[src/rtl/brs_pkg.sv]
// ----------------------------------------------------------------------------
// brs_pkg: shared types and constants for the beat repeat stutter block
// Register indexes, Q15 constants and the control structs that pass between
// the configuration, controller and datapath modules.
// ----------------------------------------------------------------------------
package brs_pkg;

	localparam int CFG_IDX_W  = 3;
	localparam int CFG_DATA_W = 20;

	localparam logic [CFG_IDX_W-1:0] REG_TRIGGER_INTERVAL = 3'd0;
	localparam logic [CFG_IDX_W-1:0] REG_SLICE_LENGTH     = 3'd1;
	localparam logic [CFG_IDX_W-1:0] REG_CHANCE           = 3'd2;
	localparam logic [CFG_IDX_W-1:0] REG_REPEAT_COUNT     = 3'd3;
	localparam logic [CFG_IDX_W-1:0] REG_DECAY            = 3'd4;
	localparam logic [CFG_IDX_W-1:0] REG_MIX              = 3'd5;

	// Q15 unity, one bit wider than a sample
	localparam logic [16:0] Q15_ONE = 17'd32768;

	localparam int POS_W = 15;

	// Register file after clamping; chance and slice_length stay raw (the
	// clamp of slice_length depends on the store depth)
	typedef struct packed {
		logic [19:0] trigger_interval;
		logic [15:0] slice_length;
		logic [16:0] chance;
		logic [6:0]  repeat_count;
		logic [15:0] decay;
		logic [15:0] mix;
	} cfg_t;

	typedef struct packed {
		logic accept;
		logic write;
		logic read;
		logic wet;
		logic mix;
		logic load;
	} cmd_t;

	typedef struct packed {
		logic out_free;
	} sts_t;

endpackage

[src/rtl/brs_ctrl.sv]
// ----------------------------------------------------------------------------
// brs_ctrl: frame sequencer
// Steps one frame through write, read, wet scaling, mix and output load.
// ----------------------------------------------------------------------------
module brs_ctrl (
	input  logic            clk,
	input  logic            arst_n,
	input  logic            in_valid,
	output logic            in_ready,
	input  brs_pkg::sts_t   sts,
	output brs_pkg::cmd_t   cmd
);

	typedef enum logic [2:0] {
		S_IDLE,
		S_WRITE,
		S_READ,
		S_WET,
		S_MIX,
		S_FIN
	} state_t;

	state_t state_q;

	assign in_ready = (state_q == S_IDLE);

	always_comb begin
		cmd        = '0;
		cmd.accept = (state_q == S_IDLE) && in_valid;
		cmd.write  = (state_q == S_WRITE);
		cmd.read   = (state_q == S_READ);
		cmd.wet    = (state_q == S_WET);
		cmd.mix    = (state_q == S_MIX);
		cmd.load   = (state_q == S_FIN) && sts.out_free;
	end

	always_ff @(posedge clk or negedge arst_n) begin
		if (!arst_n) begin
			state_q <= S_IDLE;
		end else begin
			case (state_q)
				S_IDLE: begin
					if (in_valid) state_q <= S_WRITE;
				end
				S_WRITE: state_q <= S_READ;
				S_READ:  state_q <= S_WET;
				S_WET:   state_q <= S_MIX;
				S_MIX:   state_q <= S_FIN;
				S_FIN: begin
					// hold until the output register can take the beat
					if (sts.out_free) state_q <= S_IDLE;
				end
				default: state_q <= S_IDLE;
			endcase
		end
	end

endmodule

[config.mk]
export PLATFORM = sky130hd
export DESIGN_NAME = brs_ctrl
export DESIGN_NICKNAME = d
export VERILOG_FILES = /design/src/rtl/brs_pkg.sv /design/src/rtl/brs_ctrl.sv
export SDC_FILE = /design/constraint.sdc
export NUM_CORES = 1
export LEC_CHECK = 0
export BUFFER_PORTS_ARGS = -buffer_cell sky130_fd_sc_hd__buf_2
export CORE_AREA = 2 2 39 41
export CTS_BUF_LIST = sky130_fd_sc_hd__clkbuf_16
export CTS_CLUSTER_DIAMETER = 200
export DETAILED_ROUTE_END_ITERATION = 10
export DIE_AREA = 0 0 41 43
export GPL_TIMING_DRIVEN = 0
export HOLD_SLACK_MARGIN = 0.03
export PLACE_DENSITY_LB_ADDON = 0.05
export SYNTH_ARGS = -nofsm -noshare
export SYNTH_HDL_FRONTEND = slang
export SYNTH_SLANG_ARGS = --single-unit
[constraint.sdc]
create_clock -name clk -period 1 [get_ports clk]
set_input_delay 0.15 -clock clk [delete_from_list [all_inputs] [get_ports clk]]
set_output_delay 0.15 -clock clk [all_outputs]
set_load 0.05 [all_outputs]
==> results.json <==
{
  "dpl_worst_slack_ps": -247,
  "max_stage_delay_ps": 360,
  "synthTopCellsByArea": "dfrtp_1, nor3b_1, buf_6, buf_2, nor3_1",
  "maxSlewHeadroom_pct": 83.6,
  "cts_tree": "done",
  "synth.largest_area_cell": "dfrtp_1",
  "crit_fanout": 7,
  "wl_per_cell_um": 10.1,
  "post-route-util_pct": 38.3,
  "r2r_cells": 5,
  "drt-initial-drc-count": 0,
  "antenna_found_initial": 0,
  "syn-num-nets": 25,
  "finalSetupViolations": 9,
  "finalCritPeriodShare_pct": 134,
  "finalPower_uw": 2310,
  "rsz0062_at_grt": "yes",
  "gp_congestion": 0.590,
  "ios": 11,
  "grtUsageTotal_pct": 9.15,
  "peakVddDrop_mv": 1.49,
  "status": "complete, but fails checks",
  "period_minus_slack_ps": 1340,
  "diodes": 0,
  "htreeDepth": 1,
  "cp_slowest_cell": "dfrtp_1",
  "layout_setup_ws_ps": -336,
  "reg_top3": "state_q (3)",
  "largest_register_ffs": 3,
  "totalWireLength_um": 587,
  "cts_buffers": 3,
  "clk_latency_ps": 220,
  "clk_path_buf_depth": 2,
  "hold_viol": 0,
  "fp-row-count": 14,
  "synth.avg_cell_area_um2": 9.47,
  "vias_per_cell": 4.03,
  "final.setup_skew_ps": 0.736,
  "nNetsFinal": 47,
  "firstDrtPassIters": 1,
  "die_area_um2": 1760,
  "hold_path.class": "primary input to flop",
  "drv_cap": 0,
  "grt_pass1_vias": 229,
  "cts-root-buf": "clkbuf_16",
  "multi_input_area_um2": 151,
  "fp.dieW_um": 41,
  "die_y_um": 43,
  "overflow": 0,
  "arrival_ps": 1190,
  "powerDensity_nw_per_um2": 4350,
  "io_buffers": 10,
  "fin_hold_ws_ps": 245,
  "clk_pin_slew_ps": 30,
  "area_delta_synth_final_pct": 167,
  "fmax_mhz": 748,
  "antenna_left": 0,
  "finalMaxSlewViolations": 0,
  "grt_max_degree": 8,
  "seq_area_um2": 75.1,
  "drc": 0,
  "dp.cells": 47,
  "path_cells": "buf_6, nor3_4, and2_4, buf_8",
  "syn_area_um2": 199,
  "synthCells": 21,
  "top_register": "state_q",
  "cts.sinks": 3,
  "final_cells": 58,
  "vias": 234,
  "core_um2": 1380,
  "hold_depth": 3,
  "ys_seq_area_share_pct": 37.7,
  "ys_warn_count": 0,
  "ys_ff_latch": 3,
  "synth.distinct_cells": 16,
  "tightest_slew_ps": 247,
  "grt_pass1_wl_um": 986,
  "fillers": 149,
  "drive_gt1_share_pct": 78.6,
  "start_kind": "flop",
  "start_util_pct": 14.4,
  "synth.top_cell.area_share_pct": 37.7,
  "end_kind": "output port",
  "violations": "negative setup slack",
  "cp.required_ps": 850,
  "worst-setup-path-type": "flop to output port",
  "power_leakage_uw": 0.000247
}
## placed cells by master (no fill, tap or decap), types with 2 or more instances in the layout
cell / count
buf_4: 3
dfrtp_1: 3
buf_8: 3
nor3b_2: 2
clkbuf_16: 3
nor3_4: 2
buf_6: 9
buf_2: 4
## synth_stat cells (all sizes together)
cell type  number
nor3b           2
nor3            3
and2            1
a221oi          1
a31o            1
nand2           1
nand2b          1
and3b           1
inv             1
dfrtp           3
and4            1
nor2            1
xnor2           1
buf             3
## critical path: cells and delay by family, from the launching register on
kind	cells	cell delay [ps]
DFF	1	360
and+or+nand+nor	2	330
buffers and inverters	2	260
## what timing repair did
item	CTS	global route
buffers inserted	5	1
hold buffers	1	0
endpoints found under the hold margin	3	0
pin swaps	4	3
resized for setup	15	10
endpoints found under the setup margin	8	10
## report_power, final
group	internal, uW	switching (uW)	total (uW)
clock	515	106	622
combinational	676	802	1480
sequential	180	26.3	207
total	1370	934	2310
## worst paths after layout
check	from	end	slack (ps)
min	sts	state_q[0]	240
min reg2reg	state_q[0]	state_q[0]	700
min in group asynchronous	arst_n	state_q[1]	260
max reg2reg	state_q[2]	state_q[0]	-70
max in group asynchronous	arst_n	state_q[2]	640
max	state_q[0]	cmd[5]	-340
## routing by layer
metal	up-vias	share of wire (%)	routed length, um	GRT usage [%]
met5	-	0	0	0
li1	115	-	-	-
met2	9	51	298	12.8
met1	108	40	234	10.0
met4	0	1.4	8	6.00
met3	2	7.7	45	5.24
## cell type report
cell class	count	area share, %
multi-input combinational	14	28.5
tap	16	3.77
sequential	3	14.2
clock inverter	1	0.708
buffer	3	6.37
clock buffer	3	14.2
timing repair buffer	17	31.1
inverter	1	1.18
## cells by family (layout without fill, tap and decap cells)
family / after synthesis / after routing / share of synthesized area (%)
flip-flops: 3 / 3 / 37.7
buffers and inverters: 4 / 25 / 12.6
AO/OA/AOI/OAI: 2 / 2 / 8.81
AND/OR/NAND/NOR: 11 / 11 / 36.5
XOR/XNOR: 1 / 1 / 4.40
## stage by stage
stage,setup TNS [ps],instance area (um2)
floorplan,-1860,238
global placement,-996,308
detailed placement,-1080,308
CTS,-2280,487
global route,-2500,531
finish,-2110,531
No activity file was read; power rests on OpenSTA's default activity.
