==> src/rtl/brs_pkg.sv <==
// ----------------------------------------------------------------------------
// brs_pkg: shared types and constants for the beat repeat stutter block
// Register indexes, Q15 constants and the control structs that pass between
// the configuration, controller and datapath modules.
// ----------------------------------------------------------------------------
package brs_pkg;

	localparam int CFG_IDX_W  = 3;
	localparam int CFG_DATA_W = 20;

	localparam logic [CFG_IDX_W-1:0] REG_TRIGGER_INTERVAL = 3'd0;
	localparam logic [CFG_IDX_W-1:0] REG_SLICE_LENGTH     = 3'd1;
	localparam logic [CFG_IDX_W-1:0] REG_CHANCE           = 3'd2;
	localparam logic [CFG_IDX_W-1:0] REG_REPEAT_COUNT     = 3'd3;
	localparam logic [CFG_IDX_W-1:0] REG_DECAY            = 3'd4;
	localparam logic [CFG_IDX_W-1:0] REG_MIX              = 3'd5;

	// Q15 unity, one bit wider than a sample
	localparam logic [16:0] Q15_ONE = 17'd32768;

	localparam int POS_W = 15;

	// Register file after clamping; chance and slice_length stay raw (the
	// clamp of slice_length depends on the store depth)
	typedef struct packed {
		logic [19:0] trigger_interval;
		logic [15:0] slice_length;
		logic [16:0] chance;
		logic [6:0]  repeat_count;
		logic [15:0] decay;
		logic [15:0] mix;
	} cfg_t;

	typedef struct packed {
		logic accept;
		logic write;
		logic read;
		logic wet;
		logic mix;
		logic load;
	} cmd_t;

	typedef struct packed {
		logic out_free;
	} sts_t;

endpackage

==> src/rtl/brs_cfg.sv <==
// ----------------------------------------------------------------------------
// brs_cfg: configuration register file
// Takes register writes; clamps trigger interval, repeat count, decay and mix to their usable range.
// ----------------------------------------------------------------------------
module brs_cfg (
	input  logic                             clk,
	input  logic                             arst_n,
	input  logic                             cfg_valid,
	output logic                             cfg_ready,
	input  logic [brs_pkg::CFG_IDX_W-1:0]    cfg_index,
	input  logic [brs_pkg::CFG_DATA_W-1:0]   cfg_data,
	output brs_pkg::cfg_t                    cfg
);

	brs_pkg::cfg_t cfg_q;

	assign cfg_ready = 1'b1;
	assign cfg       = cfg_q;

	always_ff @(posedge clk or negedge arst_n) begin
		if (!arst_n) begin
			cfg_q.trigger_interval <= 20'd24000;
			cfg_q.slice_length     <= 16'd6000;
			cfg_q.chance           <= 17'd32768;
			cfg_q.repeat_count     <= 7'd4;
			cfg_q.decay            <= 16'd0;
			cfg_q.mix              <= 16'd32768;
		end else if (cfg_valid) begin
			case (cfg_index)
				brs_pkg::REG_TRIGGER_INTERVAL: begin
					// zero interval acts as one
					cfg_q.trigger_interval <= (cfg_data == '0) ? 20'd1 : cfg_data;
				end
				brs_pkg::REG_SLICE_LENGTH: begin
					cfg_q.slice_length <= cfg_data[15:0];
				end
				brs_pkg::REG_CHANCE: begin
					cfg_q.chance <= cfg_data[16:0];
				end
				brs_pkg::REG_REPEAT_COUNT: begin
					cfg_q.repeat_count <= (cfg_data[6:0] == '0) ? 7'd1 : cfg_data[6:0];
				end
				brs_pkg::REG_DECAY: begin
					cfg_q.decay <= ({1'b0, cfg_data[15:0]} > brs_pkg::Q15_ONE) ?
						16'd32768 : cfg_data[15:0];
				end
				brs_pkg::REG_MIX: begin
					cfg_q.mix <= ({1'b0, cfg_data[15:0]} > brs_pkg::Q15_ONE) ?
						16'd32768 : cfg_data[15:0];
				end
				default: begin
				end
			endcase
		end
	end

endmodule

==> config.mk <==
export PLATFORM = sky130hd
export DESIGN_NAME = brs_cfg
export DESIGN_NICKNAME = d
export VERILOG_FILES = /design/src/rtl/brs_pkg.sv /design/src/rtl/brs_cfg.sv
export SDC_FILE = /design/constraint.sdc
export NUM_CORES = 1
export LEC_CHECK = 0
export BUFFER_PORTS_ARGS = -buffer_cell sky130_fd_sc_hd__buf_4
export CORE_AREA = 4 4 144 77
export DETAILED_ROUTE_END_ITERATION = 8
export DIE_AREA = 0 0 148 81
export GPL_ROUTABILITY_DRIVEN = 0
export SYNTH_ARGS = -nofsm -noshare
export SYNTH_HDL_FRONTEND = slang
export SYNTH_SLANG_ARGS = --single-unit
==> constraint.sdc <==
create_clock -name clk -period 1.7 [get_ports clk]
set_clock_uncertainty 0.05 [all_clocks]
set_input_delay 0.085 -clock clk [delete_from_list [all_inputs] [get_ports clk]]
set_output_delay 0.085 -clock clk [all_outputs]
set_load 0.01 [all_outputs]
==> results_dict.tcl <==
set metrics [dict create \
    seq_power_share 0.448 \
    clock_power_share 0.285 \
    wl_per_cell_um 18.8 \
    largest_reg_flops 92 \
    drive_above_1_share 0.602 \
    grt_use_total 0.179 \
    whs_ps 20.7 \
    critPathLaunchType "primary input" \
    regToRegSetupSlack_ps 850 \
    insertion_delay_ps 340 \
    final_antenna_net_count 0 \
    rows 26 \
    synthCells 252 \
    syn_nets 278 \
    crit_path_end_kind "flip-flop" \
    p_leak_nw 2.65 \
    core_sq_mm 0.00989 \
    vias 2644 \
    io_pins 119 \
    vdd_drop_max_v 0.000534 \
    combPwrFrac 0.267 \
    drc 0 \
    initial_utilization 0.388 \
    seq_area_frac_synth 0.605 \
    fillers 852 \
    final_nets 426 \
    die_height_um 81 \
    critPathLaunch "cfg_data[7]" \
    cap_violations 0 \
    cts_made_buffers 9 \
    cts-htree-levels 3 \
    yosys_warnings 0 \
    cts-root-buf "clkbuf_16" \
    hold_class "in2reg" \
    async_flop_share 1.00 \
    swShare 0.280 \
    overflow 0 \
    cts_buffer_depth 2 \
    die_w_um 148 \
    synth-seq-cells 92 \
    worst_slew_pin_slew_ps 547 \
    fmax_mhz 649 \
    period_needed_ps 1540 \
    syn_area_per_cell_sq_um 15.2 \
    first_global_vias 2794 \
    via_per_inst 4.85 \
    grt_pass1_wl_um 16200 \
    drt_first_pass_iters 4 \
    reg2regPathDepth 1 \
    cts.clk_slew.worst_paths_ps 60 \
    ff_latch_area_sq_mm 0.00232 \
    fin_setup_tns_ps 0 \
    power.internal_mw 4.81 \
    crit_path_end "cfg[11]" \
    diodes 0 \
    synth_edf_count 0 \
    r2r-start "cfg[45]" \
    ys_types 27 \
    slew_headroom 0.635 \
    area_growth_pct 41.1 \
    io_buffers 117 \
    critPathKind "in2reg" \
    grt_setup_unrepaired "false" \
    antenna_found_initial 0 \
    netlist_area_sq_mm 0.00384 \
    worst_ep_arrival_time_ps 1750 \
    required_ps 1910 \
    synthFlopType "dfrtp_1" \
    die_area_sq_mm 0.0120 \
    switchingPower_mw 1.87 \
    drtIter0Drc 120 \
    cts_tree "yes" \
    maxSlewViolCount 0 \
    worst-path-max-fanout 14 \
    multi_input_area_sq_mm 0.00141 \
    worstReg2RegEnd "cfg[45]" \
    status "finished clean" \
    setup_viol_count_final 0 \
    powerDensity_mw_per_mm2 1230 \
    hold_viol_final 0 \
    grt_max_degree 39 \
    clock-sinks 92 \
    fin_crit_sh 0.906 \
    hpwl_um 7410 \
    wl_um 10300 \
]
worst min path at each step:
stage	endpoint	start	depth (start not counted)
3_5_place_dp	cfg[55]	arst_n	1
4_1_cts	cfg[44]	cfg_data[5]	2
3_3_place_gp	cfg[55]	arst_n	1
5_1_grt	cfg[61]	cfg_data[5]	2
6_report	cfg[77]	cfg_data[5]	2
2_1_floorplan	cfg[0]	arst_n	0
layout by cell type, fill, tap and decap left out, drive strengths merged, types with 2 or more instances in the layout:
master / n
a21o: 2
a21oi: 25
and4bb: 2
buf: 135
clkbuf: 11
clkinv: 2
clkinvlp: 3
dfrtp: 75
dfstp: 17
dlygate4sd3: 17
mux2: 58
mux2i: 25
nand2: 10
nand4b: 2
nor2: 2
nor4: 4
o21ai: 8
power by group through the flow:
stage	Clock, mW	Sequential, mW	Combinational (mW)
6_report	1.90	2.99	1.78
5_1_grt	2.07	3.05	1.94
4_1_cts	1.97	3.00	1.81
3_5_place_dp	0	3.03	1.77
3_3_place_gp	0	3.02	1.74
2_1_floorplan	0	3.20	0.543
synthesized netlist by cell type, types with 3 or more instances:
cell type | instances | area [sq um]
mux2_2 | 38 | 428
buf_4 | 7 | 52.6
a21oi_2 | 12 | 105
buf_2 | 3 | 15.0
o21ai_0 | 7 | 35.0
nand2_1 | 10 | 37.5
dfstp_2 | 17 | 447
a21oi_1 | 13 | 65.1
mux2_4 | 20 | 300
dfrtp_1 | 75 | 1880
buf_6 | 5 | 56.3
mux2i_1 | 25 | 250
worst max-delay path, cell delays in order:
cell and delay (ps):
dlygate4sd3_1 550, buf_4 160, nor4_2 390, nand4_2 150, buf_4 230, a21oi_1 170
what timing repair did:
item | 4_1_cts | 5_1_grt
resized for setup | 0 | 1
buffers inserted | 0 | 0
endpoints found under the setup margin | 0 | 1
hold endpoints to repair | 73 | 0
hold buffers | 17 | 0
routing by layer:
layer / routed length (um) / vias up / part of all wire / track usage
li1: - / 1196 / - / -
met1: 4940 / 1347 / 0.48 / 0.247
met2: 4250 / 93 / 0.41 / 0.258
met3: 1000 / 8 / 0.098 / 0.0842
met4: 66 / 0 / 0.0064 / 0.0387
met5: 0 / - / 0 / 0
through the flow:
| step | util | power (mW) | setup slack (ps) | instances | area, sq um |
|---|---|---|---|---|---|
| after global placement | 0.501 | 4.76 | 365 | 512 | 4950 |
| after detailed placement | 0.501 | 4.80 | 275 | 512 | 4950 |
| final | 0.548 | 6.68 | 160 | 545 | 5420 |
| after global routing | 0.548 | 7.06 | 84.9 | 545 | 5420 |
| after CTS | 0.547 | 6.78 | 64.5 | 545 | 5410 |
| after floorplan | - | 3.75 | 551 | 252 | 3840 |
cell type report:
class,instances,area share
flip-flops and latches,92,0.429
multi-input cells,144,0.260
repair buffers,152,0.225
clock buffers,11,0.0466
well taps,140,0.0323
clock inverters,5,0.00669
inverters,1,0.000693
kinds of logic (layout without fill, tap and decap cells):
| logic type | Yosys count | count (layout) | synth area share |
|---|---|---|---|
| flip-flops | 92 | 92 | 0.605 |
| other | 1 | 1 | 0.000976 |
| AO/OA/AOI/OAI | 35 | 35 | 0.0586 |
| buffers and inverters | 16 | 169 | 0.0332 |
| AND/OR/NAND/NOR | 25 | 25 | 0.0476 |
| multiplexers | 83 | 83 | 0.255 |
Power figures use the tool's default switching activity.
